## src/hw/rtl/sh24_pkg.sv

```systemverilog
// Shared types, constants and round function for the SipHash-2-4 block.
package sh24_pkg;

  localparam int WordWidth   = 64;
  localparam int CountWidth  = 4;
  localparam int LenWidth    = 8;
  localparam int CfgIdxWidth = 1;

  localparam logic [CountWidth-1:0] FullCount = CountWidth'(8);

  localparam logic [WordWidth-1:0] SipC0 = 64'h736f6d6570736575;
  localparam logic [WordWidth-1:0] SipC1 = 64'h646f72616e646f6d;
  localparam logic [WordWidth-1:0] SipC2 = 64'h6c7967656e657261;
  localparam logic [WordWidth-1:0] SipC3 = 64'h7465646279746573;
  localparam logic [WordWidth-1:0] FinalXor = 64'h00000000000000ff;

  localparam logic [CfgIdxWidth-1:0] RegKeyLow  = 1'b0;
  localparam logic [CfgIdxWidth-1:0] RegKeyHigh = 1'b1;

  typedef struct packed {
    logic [WordWidth-1:0] a;
    logic [WordWidth-1:0] b;
    logic [WordWidth-1:0] c;
    logic [WordWidth-1:0] d;
  } lanes_t;

  typedef enum logic [6:0] {
    OP_NONE     = 7'b0000001,
    OP_START    = 7'b0000010,
    OP_TAIL     = 7'b0000100,
    OP_ROUND_M  = 7'b0001000,
    OP_ROUND_FF = 7'b0010000,
    OP_ROUND    = 7'b0100000,
    OP_EMIT     = 7'b1000000
  } dp_op_t;

  typedef struct packed {
    dp_op_t op;
  } dp_cmd_t;

  typedef struct packed {
    logic out_busy;
  } dp_sts_t;

  function automatic lanes_t key_lanes(logic [WordWidth-1:0] klo, logic [WordWidth-1:0] khi);
    lanes_t v;
    v.a = klo ^ SipC0;
    v.b = khi ^ SipC1;
    v.c = klo ^ SipC2;
    v.d = khi ^ SipC3;
    return v;
  endfunction

  function automatic lanes_t sip_round(lanes_t v);
    lanes_t r;
    logic [WordWidth-1:0] a;
    logic [WordWidth-1:0] b;
    logic [WordWidth-1:0] c;
    logic [WordWidth-1:0] d;
    a = v.a + v.b;
    b = {v.b[50:0], v.b[63:51]} ^ a;
    a = {a[31:0], a[63:32]};
    c = v.c + v.d;
    d = {v.d[47:0], v.d[63:48]} ^ c;
    a = a + d;
    d = {d[42:0], d[63:43]} ^ a;
    c = c + b;
    b = {b[46:0], b[63:47]} ^ c;
    c = {c[31:0], c[63:32]};
    r.a = a;
    r.b = b;
    r.c = c;
    r.d = d;
    return r;
  endfunction

endpackage

```

## src/hw/rtl/sh24_stream_if.sv

```systemverilog
// Valid/ready stream interfaces for message words and hash results.
interface sh24_msg_if import sh24_pkg::*; ();
  logic                  valid;
  logic                  ready;
  logic [WordWidth-1:0]  message_word;
  logic [CountWidth-1:0] byte_count;
  logic                  last;

  modport source(output valid, message_word, byte_count, last, input ready);
  modport sink(input valid, message_word, byte_count, last, output ready);
endinterface

interface sh24_hash_if import sh24_pkg::*; ();
  logic                 valid;
  logic                 ready;
  logic [WordWidth-1:0] hash_value;

  modport source(output valid, hash_value, input ready);
  modport sink(input valid, hash_value, output ready);
endinterface

```

## src/hw/rtl/sh24_ctrl.sv

```systemverilog
// Sequencer for compression, tail block, finalization and result hand-off.
module sh24_ctrl import sh24_pkg::*; (
  input  logic                  clk,
  input  logic                  rst,
  input  logic                  in_valid,
  input  logic                  in_last,
  input  logic [CountWidth-1:0] in_count,
  output logic                  in_ready,
  output dp_cmd_t               cmd,
  input  dp_sts_t               sts
);

  typedef enum logic [4:0] {
    S_IDLE  = 5'b00001,
    S_COMP2 = 5'b00010,
    S_TAIL  = 5'b00100,
    S_FIN   = 5'b01000,
    S_EMIT  = 5'b10000
  } state_t;

  state_t     state;
  state_t     state_next;
  logic       tail_pending;
  logic       tail_pending_next;
  logic       final_pending;
  logic       final_pending_next;
  logic [1:0] fin_cnt;
  logic [1:0] fin_cnt_next;
  logic       accept;

  assign in_ready = (state == S_IDLE);
  assign accept   = in_valid && in_ready;

  always_comb begin
    state_next         = state;
    tail_pending_next  = tail_pending;
    final_pending_next = final_pending;
    fin_cnt_next       = fin_cnt;
    cmd.op             = OP_NONE;
    case (state)
      S_IDLE: begin
        if (accept) begin
          cmd.op             = OP_START;
          final_pending_next = in_last;
          tail_pending_next  = in_last && (in_count >= FullCount);
          state_next         = S_COMP2;
        end
      end
      S_COMP2: begin
        cmd.op = OP_ROUND_M;
        if (tail_pending) begin
          tail_pending_next = 1'b0;
          state_next        = S_TAIL;
        end else if (final_pending) begin
          fin_cnt_next = 2'd0;
          state_next   = S_FIN;
        end else begin
          state_next = S_IDLE;
        end
      end
      S_TAIL: begin
        cmd.op     = OP_TAIL;
        state_next = S_COMP2;
      end
      S_FIN: begin
        cmd.op       = (fin_cnt == 2'd0) ? OP_ROUND_FF : OP_ROUND;
        fin_cnt_next = fin_cnt + 2'd1;
        if (fin_cnt == 2'd3) begin
          state_next = S_EMIT;
        end
      end
      S_EMIT: begin
        if (!sts.out_busy) begin
          cmd.op             = OP_EMIT;
          final_pending_next = 1'b0;
          state_next         = S_IDLE;
        end
      end
      default: begin
        state_next = S_IDLE;
      end
    endcase
  end

  always_ff @(posedge clk) begin
    if (rst) begin
      state         <= S_IDLE;
      tail_pending  <= 1'b0;
      final_pending <= 1'b0;
      fin_cnt       <= 2'd0;
    end else begin
      state         <= state_next;
      tail_pending  <= tail_pending_next;
      final_pending <= final_pending_next;
      fin_cnt       <= fin_cnt_next;
    end
  end

  a_accept_starts: assert property (@(posedge clk) disable iff (rst)
    accept |=> state == S_COMP2)
    else $error("accepted item did not start compression");

  a_emit_slot_free: assert property (@(posedge clk) disable iff (rst)
    cmd.op == OP_EMIT |-> !sts.out_busy)
    else $error("result written over a waiting result");

  a_tail_needs_final: assert property (@(posedge clk) disable iff (rst)
    tail_pending |-> final_pending)
    else $error("tail block pending outside a final item");

  a_fin_to_emit: assert property (@(posedge clk) disable iff (rst)
    (state == S_FIN && fin_cnt == 2'd3) |=> state == S_EMIT)
    else $error("finalization did not end in emit");

endmodule

```

## src/hw/rtl/sh24_datapath.sv

```systemverilog
// Lane registers, key registers, message block and result register.
module sh24_datapath import sh24_pkg::*; (
  input  logic                   clk,
  input  logic                   rst,
  input  logic                   cfg_we,
  input  logic [CfgIdxWidth-1:0] cfg_index,
  input  logic [WordWidth-1:0]   cfg_data,
  input  logic [WordWidth-1:0]   in_word,
  input  logic [CountWidth-1:0]  in_count,
  input  logic                   in_last,
  input  dp_cmd_t                cmd,
  output dp_sts_t                sts,
  output logic                   out_valid,
  input  logic                   out_ready,
  output logic [WordWidth-1:0]   out_hash
);

  lanes_t                lanes;
  lanes_t                lanes_next;
  lanes_t                round_in;
  lanes_t                round_out;
  logic [WordWidth-1:0]  key_low;
  logic [WordWidth-1:0]  key_high;
  logic [WordWidth-1:0]  key_low_next;
  logic [WordWidth-1:0]  key_high_next;
  logic [LenWidth-1:0]   len;
  logic [LenWidth-1:0]   len_next;
  logic [WordWidth-1:0]  m;
  logic [WordWidth-1:0]  m_next;
  logic                  full_word;
  logic [LenWidth-1:0]   start_len;
  logic [WordWidth-1:0]  masked_word;
  logic [WordWidth-1:0]  start_msg;
  logic [WordWidth-1:0]  tail_msg;
  logic                  out_valid_next;
  logic [WordWidth-1:0]  out_hash_next;

  assign full_word = !in_last || (in_count >= FullCount);
  assign start_len = full_word ? len + LenWidth'(8) : len + LenWidth'(in_count);

  always_comb begin
    for (int i = 0; i < 8; i++) begin
      masked_word[8*i +: 8] = (CountWidth'(i) < in_count) ? in_word[8*i +: 8] : 8'h00;
    end
  end

  assign start_msg = full_word ? in_word : (masked_word | {start_len, {(WordWidth-LenWidth){1'b0}}});
  assign tail_msg  = {len, {(WordWidth-LenWidth){1'b0}}};

  always_comb begin
    round_in = lanes;
    case (cmd.op)
      OP_START:    round_in.d = lanes.d ^ start_msg;
      OP_TAIL:     round_in.d = lanes.d ^ tail_msg;
      OP_ROUND_FF: round_in.c = lanes.c ^ FinalXor;
      default:     round_in = lanes;
    endcase
  end

  assign round_out = sip_round(round_in);

  assign sts.out_busy = out_valid && !out_ready;

  always_comb begin
    lanes_next     = lanes;
    len_next       = len;
    m_next         = m;
    key_low_next   = key_low;
    key_high_next  = key_high;
    out_valid_next = out_valid && !out_ready;
    out_hash_next  = out_hash;
    case (cmd.op)
      OP_START: begin
        lanes_next = round_out;
        m_next     = start_msg;
        len_next   = start_len;
      end
      OP_TAIL: begin
        lanes_next = round_out;
        m_next     = tail_msg;
      end
      OP_ROUND_M: begin
        lanes_next   = round_out;
        lanes_next.a = round_out.a ^ m;
      end
      OP_ROUND_FF, OP_ROUND: begin
        lanes_next = round_out;
      end
      OP_EMIT: begin
        out_valid_next = 1'b1;
        out_hash_next  = lanes.a ^ lanes.b ^ lanes.c ^ lanes.d;
        lanes_next     = key_lanes(key_low, key_high);
        len_next       = '0;
      end
      default: begin
        lanes_next = lanes;
      end
    endcase
    if (cfg_we) begin
      case (cfg_index)
        RegKeyLow:  key_low_next  = cfg_data;
        RegKeyHigh: key_high_next = cfg_data;
        default:    key_low_next  = key_low;
      endcase
      lanes_next = key_lanes(key_low_next, key_high_next);
      len_next   = '0;
    end
  end

  always_ff @(posedge clk) begin
    if (rst) begin
      key_low   <= '0;
      key_high  <= '0;
      lanes     <= key_lanes('0, '0);
      len       <= '0;
      out_valid <= 1'b0;
    end else begin
      key_low   <= key_low_next;
      key_high  <= key_high_next;
      lanes     <= lanes_next;
      len       <= len_next;
      out_valid <= out_valid_next;
    end
    m        <= m_next;
    out_hash <= out_hash_next;
  end

endmodule

```

## src/hw/rtl/siphash_2_4_keyed_hash.sv

```systemverilog
// Top level of the SipHash-2-4 keyed hash block.
// Usage:
//   msg carries message words with valid/ready; byte_count is used only on the
//   item with last set (0..8 bytes, larger values count as 8).
//   digest carries one 64-bit hash_value per message, after its last item.
//   cfg_we/cfg_index/cfg_data write key_low (index 0) or key_high (index 1);
//   a write reloads the lanes and drops any message in progress. Write only
//   while the block is idle.
// Timing: one SipRound per cycle in a shared round unit.
//   Word that is not last: start round, round with m, then the next item.
//   Last item with 0..7 bytes: those rounds, finalization rounds, then emit.
//   Last item with 8 bytes: as above, with a tail block and its rounds added.
// The result register holds the hash while digest.ready is low; the next
// message streams in meanwhile, and its own result waits for the slot.
// Reset: keys clear to zero, lanes load the key-derived constants, no result.
module siphash_2_4_keyed_hash import sh24_pkg::*; (
  input  logic                   clk,
  input  logic                   rst,
  sh24_msg_if.sink               msg,
  sh24_hash_if.source            digest,
  input  logic                   cfg_we,
  input  logic [CfgIdxWidth-1:0] cfg_index,
  input  logic [WordWidth-1:0]   cfg_data
);

  dp_cmd_t cmd;
  dp_sts_t sts;

  sh24_ctrl u_ctrl (
    .clk      (clk),
    .rst      (rst),
    .in_valid (msg.valid),
    .in_last  (msg.last),
    .in_count (msg.byte_count),
    .in_ready (msg.ready),
    .cmd      (cmd),
    .sts      (sts)
  );

  sh24_datapath u_datapath (
    .clk       (clk),
    .rst       (rst),
    .cfg_we    (cfg_we),
    .cfg_index (cfg_index),
    .cfg_data  (cfg_data),
    .in_word   (msg.message_word),
    .in_count  (msg.byte_count),
    .in_last   (msg.last),
    .cmd       (cmd),
    .sts       (sts),
    .out_valid (digest.valid),
    .out_ready (digest.ready),
    .out_hash  (digest.hash_value)
  );

endmodule
```

## src/flat_wrapper.sv

```systemverilog
// flat-port wrapper written by rule: the top's interface ports become plain ports
module siphash_2_4_keyed_hash_flat import sh24_pkg::*;
  (clk, rst, cfg_we, cfg_index, cfg_data, msg_valid, msg_message_word, msg_byte_count, msg_last, msg_ready, digest_valid, digest_hash_value, digest_ready);
  sh24_msg_if msg_i ();
  sh24_hash_if digest_i ();
  input  logic clk;
  input  logic rst;
  input  logic cfg_we;
  input  logic [CfgIdxWidth-1:0] cfg_index;
  input  logic [WordWidth-1:0] cfg_data;
  input wire logic [$bits(msg_i.valid)-1:0] msg_valid;
  input wire logic [$bits(msg_i.message_word)-1:0] msg_message_word;
  input wire logic [$bits(msg_i.byte_count)-1:0] msg_byte_count;
  input wire logic [$bits(msg_i.last)-1:0] msg_last;
  output wire logic [$bits(msg_i.ready)-1:0] msg_ready;
  output wire logic [$bits(digest_i.valid)-1:0] digest_valid;
  output wire logic [$bits(digest_i.hash_value)-1:0] digest_hash_value;
  input wire logic [$bits(digest_i.ready)-1:0] digest_ready;
  assign msg_i.valid = msg_valid;
  assign msg_i.message_word = msg_message_word;
  assign msg_i.byte_count = msg_byte_count;
  assign msg_i.last = msg_last;
  assign msg_ready = msg_i.ready;
  assign digest_valid = digest_i.valid;
  assign digest_hash_value = digest_i.hash_value;
  assign digest_i.ready = digest_ready;
  siphash_2_4_keyed_hash u_core (.clk(clk), .rst(rst), .msg(msg_i), .digest(digest_i), .cfg_we(cfg_we), .cfg_index(cfg_index), .cfg_data(cfg_data));
endmodule
```

## config.mk

```make
export PLATFORM = sky130hd
export DESIGN_NAME = siphash_2_4_keyed_hash_flat
export DESIGN_NICKNAME = d
export VERILOG_FILES = /design/src/hw/rtl/sh24_pkg.sv /design/src/hw/rtl/sh24_stream_if.sv /design/src/hw/rtl/sh24_ctrl.sv /design/src/hw/rtl/sh24_datapath.sv /design/src/hw/rtl/siphash_2_4_keyed_hash.sv /design/src/flat_wrapper.sv
export SDC_FILE = /design/constraint.sdc
export NUM_CORES = 2
export LEC_CHECK = 0
export BUFFER_PORTS_ARGS = -buffer_cell sky130_fd_sc_hd__clkbuf_2
export CORE_AREA = 2 2 402 443
export DETAILED_ROUTE_END_ITERATION = 10
export DIE_AREA = 0 0 404 445
export GPL_TIMING_DRIVEN = 0
export HOLD_SLACK_MARGIN = 0.03
export MAX_ROUTING_LAYER = met4
export PLACE_DENSITY = 0.46
export SYNTH_ARGS = -nofsm -noshare
export SYNTH_HDL_FRONTEND = slang
export SYNTH_SLANG_ARGS = --single-unit
```

## constraint.sdc

```tcl
create_clock -name clk -period 8.2 [get_ports clk]
set_clock_uncertainty 0.1 [all_clocks]
set_input_delay 0.41 -clock clk [delete_from_list [all_inputs] [get_ports clk]]
set_output_delay 0.41 -clock clk [all_outputs]
set_load 0.05 [all_outputs]
```

=== Word level (Yosys, flattened, before mapping) ===
Index checks and enable logic that the tools add are counted.

* Output and inout bits: 66
* Bits of input ports: 139
* Flip-flop bits (word level): 530
* Word-level logic and storage cells: 125

* Bitwise gates (word level): 20
* $lt $le $gt $ge: 9
* Reductions and logical operators: 19
* Add/sub/neg operators: 7
* Mux-type cells: 39
* Equality and inequality tests: 17

{| class="wikitable"
|+ Operators with widths
! operator !! count
|-
| 256-bit one-hot mux with 3 select lines || 1
|-
| 64-bit bitwise XOR || 10
|-
| 64-bit two-way mux || 5
|-
| 64-bit adder || 4
|-
| 256-bit two-way mux || 1
|-
| 64-bit one-hot mux with 2 select lines || 2
|-
| 8-bit two-way mux || 10
|-
| 37-bit inverter || 2
|-
| 35-bit inverter || 2
|-
| 34-bit inverter || 2
|-
| 32-bit inverter || 2
|-
| 64-bit bitwise OR || 1
|-
| 7-bit one-hot mux with 5 select lines || 1
|-
| 5-bit one-hot mux with 5 select lines || 1
|-
| 3-bit by 4-bit less-than comparator with 1-bit output (first input constant) || 4
|-
| 8-bit one-hot mux with 2 select lines || 1
|-
| 5-bit two-way mux || 3
|-
| 2-bit nonzero test || 5
|-
| 3-bit AND reduction || 3
|-
| 8-bit by 4-bit adder with 8-bit output || 1
|-
| 8-bit by 4-bit adder with 8-bit output (second input constant) || 1
|-
| 1-bit by 4-bit less-than comparator with 1-bit output (first input constant) || 2
|-
| 2-bit by 4-bit less-than comparator with 1-bit output (first input constant) || 2
|-
| 4-bit two-way mux || 2
|-
| 31 further kinds || 43
|}

=== Logic depth before layout (Yosys ltp) ===
* Depth after elaboration: 13
* Gate-level depth with buffers: 33
* Gate-level depth less buffers: 32

=== Modules after synthesis ===
From an unflattened synthesis, not the netlist that was laid out.

* Cells, all modules: 5445
* Area, all modules: 43158.9 µm²

{| class="wikitable"
|+ By module, submodules not included
! module !! times used !! sequential area each (µm²) !! area each (µm²) !! cells an instance
|-
| sh24_datapath || 1 || 11711.2 || 42548.3 || 5368
|-
| sh24_ctrl || 1 || 180.2 || 610.6 || 77
|}

=== Worst setup path after synthesis ===
Ideal clock, no wire load.

* Path kind: reg2reg
* Start point: reg u_core.u_ctrl.state[1]
* End point: reg u_core.u_datapath.lanes[255] (netlist bit)
* Setup time: 0.079 ns
* Stages on the path, launching flop included: 33
* Buffers on the path: 3
* Data required time: 8.021 ns
* Arrival: 7.051 ns
* Period minus slack after synthesis: 7.230 ns
* Setup slack: 0.970 ns
* Path through: dfxtp_1 nor3_1 nand3b_1 inv_1 nand2_1 clkbuf_1 nor2_1 nand2_1 xnor2_1 ha_1 clkbuf_1 o21ai_0 a21oi_1 o31ai_1 a21oi_1 nand2_1 o21ba_2 o41ai_1 a41oi_1 xnor3_1 ha_1 clkbuf_1 and3_1 nand4_1 nor2_1 o311ai_1 a31oi_1 a21oi_1 o21ai_1 xor2_1 xnor2_1 or4b_1 o211ai_1

* Longest elaborated chain between the ends: 12
* Elaborated cells between the ends (all ways): 24
* Those cells by class: 2 x add/sub; 11 x eq/ne; 6 x mux; 2 x bitwise; 3 x reduce/logical

{| class="wikitable"
|+ Ends and longest elaborated chain
! what !! line !! text
|-
| from (decl) || sh24_ctrl.sv:21 || <nowiki>state_t state;</nowiki>
|-
| from (signal assigned) || sh24_ctrl.sv:92 || <nowiki>state <= state_next;</nowiki>
|-
| 5-bit by 1-bit equality test with 1-bit output * || sh24_ctrl.sv:31 || <nowiki>assign in_ready = (state == S_IDLE);</nowiki>
|-
| via msg_ready || flat_wrapper.sv:15 || <nowiki>output wire logic [$bits(msg_i.ready)-1:0] msg_ready;</nowiki>
|-
| 1-bit logical AND || sh24_ctrl.sv:32 || <nowiki>assign accept = in_valid && in_ready;</nowiki>
|-
| 2-bit two-way mux || sh24_ctrl.sv:42 || <nowiki>if (accept) begin</nowiki>
|-
| 7-bit one-hot mux with 5 select lines * || sh24_ctrl.sv:40 || <nowiki>case (state)</nowiki>
|-
| 7-bit by 3-bit equality test with 1-bit output, or another cell as far along || sh24_datapath.sv:52, sh24_datapath.sv:72 ||
|-
| 64-bit one-hot mux with 2 select lines or 8-bit two-way mux (tied branches) || sh24_datapath.sv:52 || <nowiki>case (cmd.op)</nowiki>
|-
| 64-bit adder || sh24_pkg.sv:63 || <nowiki>c = v.c + v.d;</nowiki>
|-
| 64-bit bitwise XOR || sh24_pkg.sv:64 || <nowiki>d = {v.d[47:0], v.d[63:48]} ^ c;</nowiki>
|-
| 64-bit adder || sh24_pkg.sv:65 || <nowiki>a = a + d;</nowiki>
|-
| 64-bit bitwise XOR || sh24_datapath.sv:84 || <nowiki>lanes_next.a = round_out.a ^ m;</nowiki>
|-
| 256-bit one-hot mux with 3 select lines || sh24_datapath.sv:72 || <nowiki>case (cmd.op)</nowiki>
|-
| 256-bit two-way mux || sh24_datapath.sv:99 || <nowiki>if (cfg_we) begin</nowiki>
|-
| to (signal assigned) || sh24_datapath.sv:114 || <nowiki>lanes <= key_lanes('0, '0);</nowiki>
|-
| to (signal assigned) || sh24_datapath.sv:120 || <nowiki>lanes <= lanes_next;</nowiki>
|-
| to (decl) || sh24_datapath.sv:18 || <nowiki>lanes_t lanes;</nowiki>
|}

Mark *: on every way through the listed nets, which the timed path passes. The rest lies on a longest branch.
A chain may end at the register's enable or synchronous reset.

=== Worst setup path after layout ===
* Start point: reg u_core.u_ctrl.state[1]
* End point: reg u_core.u_datapath.lanes[255] (netlist bit)

* Longest elaborated chain between the ends: 12
* Elaborated cells between the ends (all ways): 24
* Those cells by class: 2 x add/sub; 11 x eq/ne; 6 x mux; 2 x bitwise; 3 x reduce/logical

{| class="wikitable"
|+ Ends and longest elaborated chain
! what !! line
|-
| 5-bit by 1-bit equality test with 1-bit output || sh24_ctrl.sv:31, sh24_ctrl.sv:40
|-
| 1-bit logical AND || sh24_ctrl.sv:32
|-
| 2-bit two-way mux || sh24_ctrl.sv:42
|-
| 7-bit one-hot mux with 5 select lines * || sh24_ctrl.sv:40
|-
| 7-bit by 3-bit equality test with 1-bit output, or another cell as far along || sh24_datapath.sv:52, sh24_datapath.sv:72
|-
| 64-bit one-hot mux with 2 select lines or 8-bit two-way mux (tied branches) || sh24_datapath.sv:52
|-
| 64-bit adder || sh24_pkg.sv:63
|-
| 64-bit bitwise XOR || sh24_pkg.sv:64
|-
| 64-bit adder || sh24_pkg.sv:65
|-
| 64-bit bitwise XOR || sh24_datapath.sv:84
|-
| 256-bit one-hot mux with 3 select lines || sh24_datapath.sv:72
|-
| 256-bit two-way mux || sh24_datapath.sv:99
|}

Mark *: on every way between the ends. The rest lies on a longest branch, timed or not.

==> run summary <==
Core ar. = 175000 um2
Failing checks = max-capacitance violations, max-slew violations, negative setup slack
Setup crit start kind = flip-flop
HPWL Detailed = 357 mm
CTS H-Tree Depth = 3
Die height = 445 um
Clock buffer depth = 3
CP endpoint kind = flip-flop
RSZ-0062 raised after global routing = true
Count leader, synth = nand2_1
Die area = 180000 um2
Clock root buffer = clkbuf_16
Via count = 51193
Area growth from synthesis to layout = 36.9%
Aggregate routed wire length = 419 mm
Largest cells by area after synthesis = dfxtp_1 (18%), edfxtp_1 (8.8%), xnor2_1 (8.2%)
Post-synthesis sequential area ratio = 27.3%
Crit Path Class = flip-flop to flip-flop
Slowest CP cell = or4_1
Syn Area/Cell = 8.00 um2
GR Overflow Total = 0
Number of synthesized flops with an enable pin = 128
Setup WS post-layout = -240 ps
Syn Inst Count = 5449
Initial Util = 24.9%
DRC = 0
Worst Hold Class = input pin to flip-flop
CP required = 8750 ps
Worst slew margin = -18.1%
First-pass GRT wire length = 518 mm
Worst EP arrival = 8990 ps
Number of port buffers = 202
Outcome = finished with violations
Final hold violation count = 0
Number of global-route vias before repair = 46428
CTS tree = done
1st-iter DRT viols = 7676
Mapped cell area = 43600 um2
Max incr delay on CP = 560 ps
RR Startpoint = u_core.u_ctrl.state[1]
Fin crit share = 103%
Worst slew pin tran = 1770 ps
Max_cap viols = 20
Most frequent cell on the critical path = buf_12
Initial antenna violation count = 44
Area share of the leading cell type in the synthesized netlist = 18.5%
ANT nets after route = 0
Ys async rst share = 0%
#FFs+latches synth = 530
Hold Path Sink = u_core.u_datapath.m[56]
Setup violators final = 22
Worst Path Max Fanout = 8
Worst r2r dst = u_core.u_datapath.lanes[255]
I/O pin cnt = 205
FF-to-FF setup slack = -240 ps
Prevailing post-synth register cell = dfxtp_1
Setup TNS = -2000 ps
FP Rows = 161
Worst skew pair latency = 750 ps
Routed len/inst = 49.5 um
R2r worst-path depth = 32
CTS Sinks = 530
CP Buf/Inv Count = 7
TritonRoute pass-1 iters = 6
Clock transition at the registers of the reported paths = 60 ps
Fin nets = 6473
Top cells by count, synth = nand2_1 (679), a21oi_1 (607), nor2_1 (439)
Ys Warns = 0
Cell taking the most area after synthesis = dfxtp_1
Syn nets = 5852
Share of post-route cells with drive strength above 1 = 21.2%
GP Congestion = 1.12
TritonCTS Buffers = 78
Total global-route track usage = 46.4%
Hold Crit Start = msg_message_word[56]
Largest net degree at the start of global routing = 46
Pins Over Slew Limit = 111
Fmax = 0.118 GHz
Ratio of routed vias to standard cells = 6.05
Fin crit period = 8440 ps
Hold path depth = 3
Distinct cells, synth = 107
Crit-path leading delay family = simple AND/OR/NAND/NOR gates
Die X = 404 um
cell families (layout without fill, tap and decap cells):
logic type | Yosys count | after routing | share of synthesized area, %
AO/OA/AOI/OAI | 1740 | 1740 | 25.7
AND/OR/NAND/NOR | 1639 | 1639 | 16.8
XOR/XNOR | 713 | 713 | 15.2
flip-flops | 530 | 530 | 27.3
buffers and inverters | 422 | 1108 | 3.98
adder cells (fa/ha/maj) | 264 | 264 | 7.66
multiplexers | 141 | 141 | 3.36
other | 0 | 39 | 0
repair_timing:
item	in CTS	in global routing
resized for setup	629	181
setup buffers	129	61
cloned	1	0
endpoints found under the hold margin	156	0
hold buffers	118	0
pin swaps	114	82
setup endpoints to repair	226	137
per-layer routing:
metal	up-vias	routed length, um	GRT usage (%)
li1	20832	-	-
met1	26035	167000	56.8
met2	3483	170000	64.9
met3	843	40200	11.5
met4	0	41400	36.3
met5	-	0	-
tightest hold or removal path, cell delays in order:
cell and delay (ps):
clkbuf_2 80, mux2i_1 90, a21oi_1 180
sequential cells by signal (all words and copies together) (netlist names):
register / cells
u_core.u_datapath.lanes: 256
u_core.u_ctrl.state: 5
u_core.u_ctrl.tail_pending: 1
u_core.u_datapath.out_hash: 64
u_core.u_datapath.out_valid: 1
u_core.u_ctrl.final_pending: 1
u_core.u_datapath.m: 64
u_core.u_datapath.key_low: 64
u_core.u_ctrl.fin_cnt: 2
u_core.u_datapath.len: 8
u_core.u_datapath.key_high: 64
placed cells by master, fill, tap and decap left out, types with 53 or more instances in the layout:
cell / instances
nand2_1: 636
a21oi_1: 570
nor2_1: 403
dfxtp_1: 399
o21ai_0: 296
xnor2_1: 283
clkbuf_1: 244
clkbuf_2: 213
ha_1: 202
a21o_1: 164
buf_4: 160
xor2_1: 148
edfxtp_1: 128
dlygate4sd3_1: 118
mux2i_1: 97
inv_1: 93
nand3_1: 92
xnor2_2: 85
nor3_1: 82
clkbuf_16: 80
a211oi_1: 80
xor2_2: 68
and2_1: 67
o211ai_1: 62
xor2_4: 62
o21bai_1: 55
nand4_1: 53
through the flow:
step	cells	hold WS (ps)	instance area (um2)	setup slack (ps)	util [%]
CTS	8355	30.1	57900	-155	33.1
detailed placement	7986	345	48700	-7380	27.8
global placement	7933	340	47500	-8440	27.1
finish	8456	62.5	59600	-240	34.1
floorplan	5449	329	43600	970	-
global route	8441	54.9	59600	-222	34.1
area by class of cell:
| class | count | area, um2 |
|---|---|---|
| clock buffer | 108 | 2210 |
| antenna | 39 | 97.6 |
| buffer | 293 | 1320 |
| sequential | 530 | 11900 |
| inverter | 98 | 370 |
| multi-input combinational | 4497 | 35500 |
| timing repair buffer | 572 | 4990 |
| fill | 18541 | 115000 |
| clock inverter | 37 | 443 |
| tap | 2282 | 2860 |
worst max path at each step:
stage / end / depth (start not counted) / slack (ps) / start
after floorplan: u_core.u_datapath.lanes[255] / 32 / 970 / u_core.u_ctrl.state[1]
after global placement: u_core.u_datapath.lanes[255] / 30 / -8440 / u_core.u_ctrl.state[1]
after detailed placement: u_core.u_datapath.lanes[255] / 30 / -7380 / u_core.u_ctrl.state[1]
after CTS: u_core.u_datapath.lanes[255] / 34 / -160 / u_core.u_ctrl.state[2]
after global routing: u_core.u_datapath.lanes[255] / 25 / -220 / u_core.u_ctrl.state[4]
final: u_core.u_datapath.lanes[255] / 32 / -240 / u_core.u_ctrl.state[1]
Power is left out: the tool's default activity adds up to more than one toggle a clock period on the data nets, which glitch-free logic cannot reach.
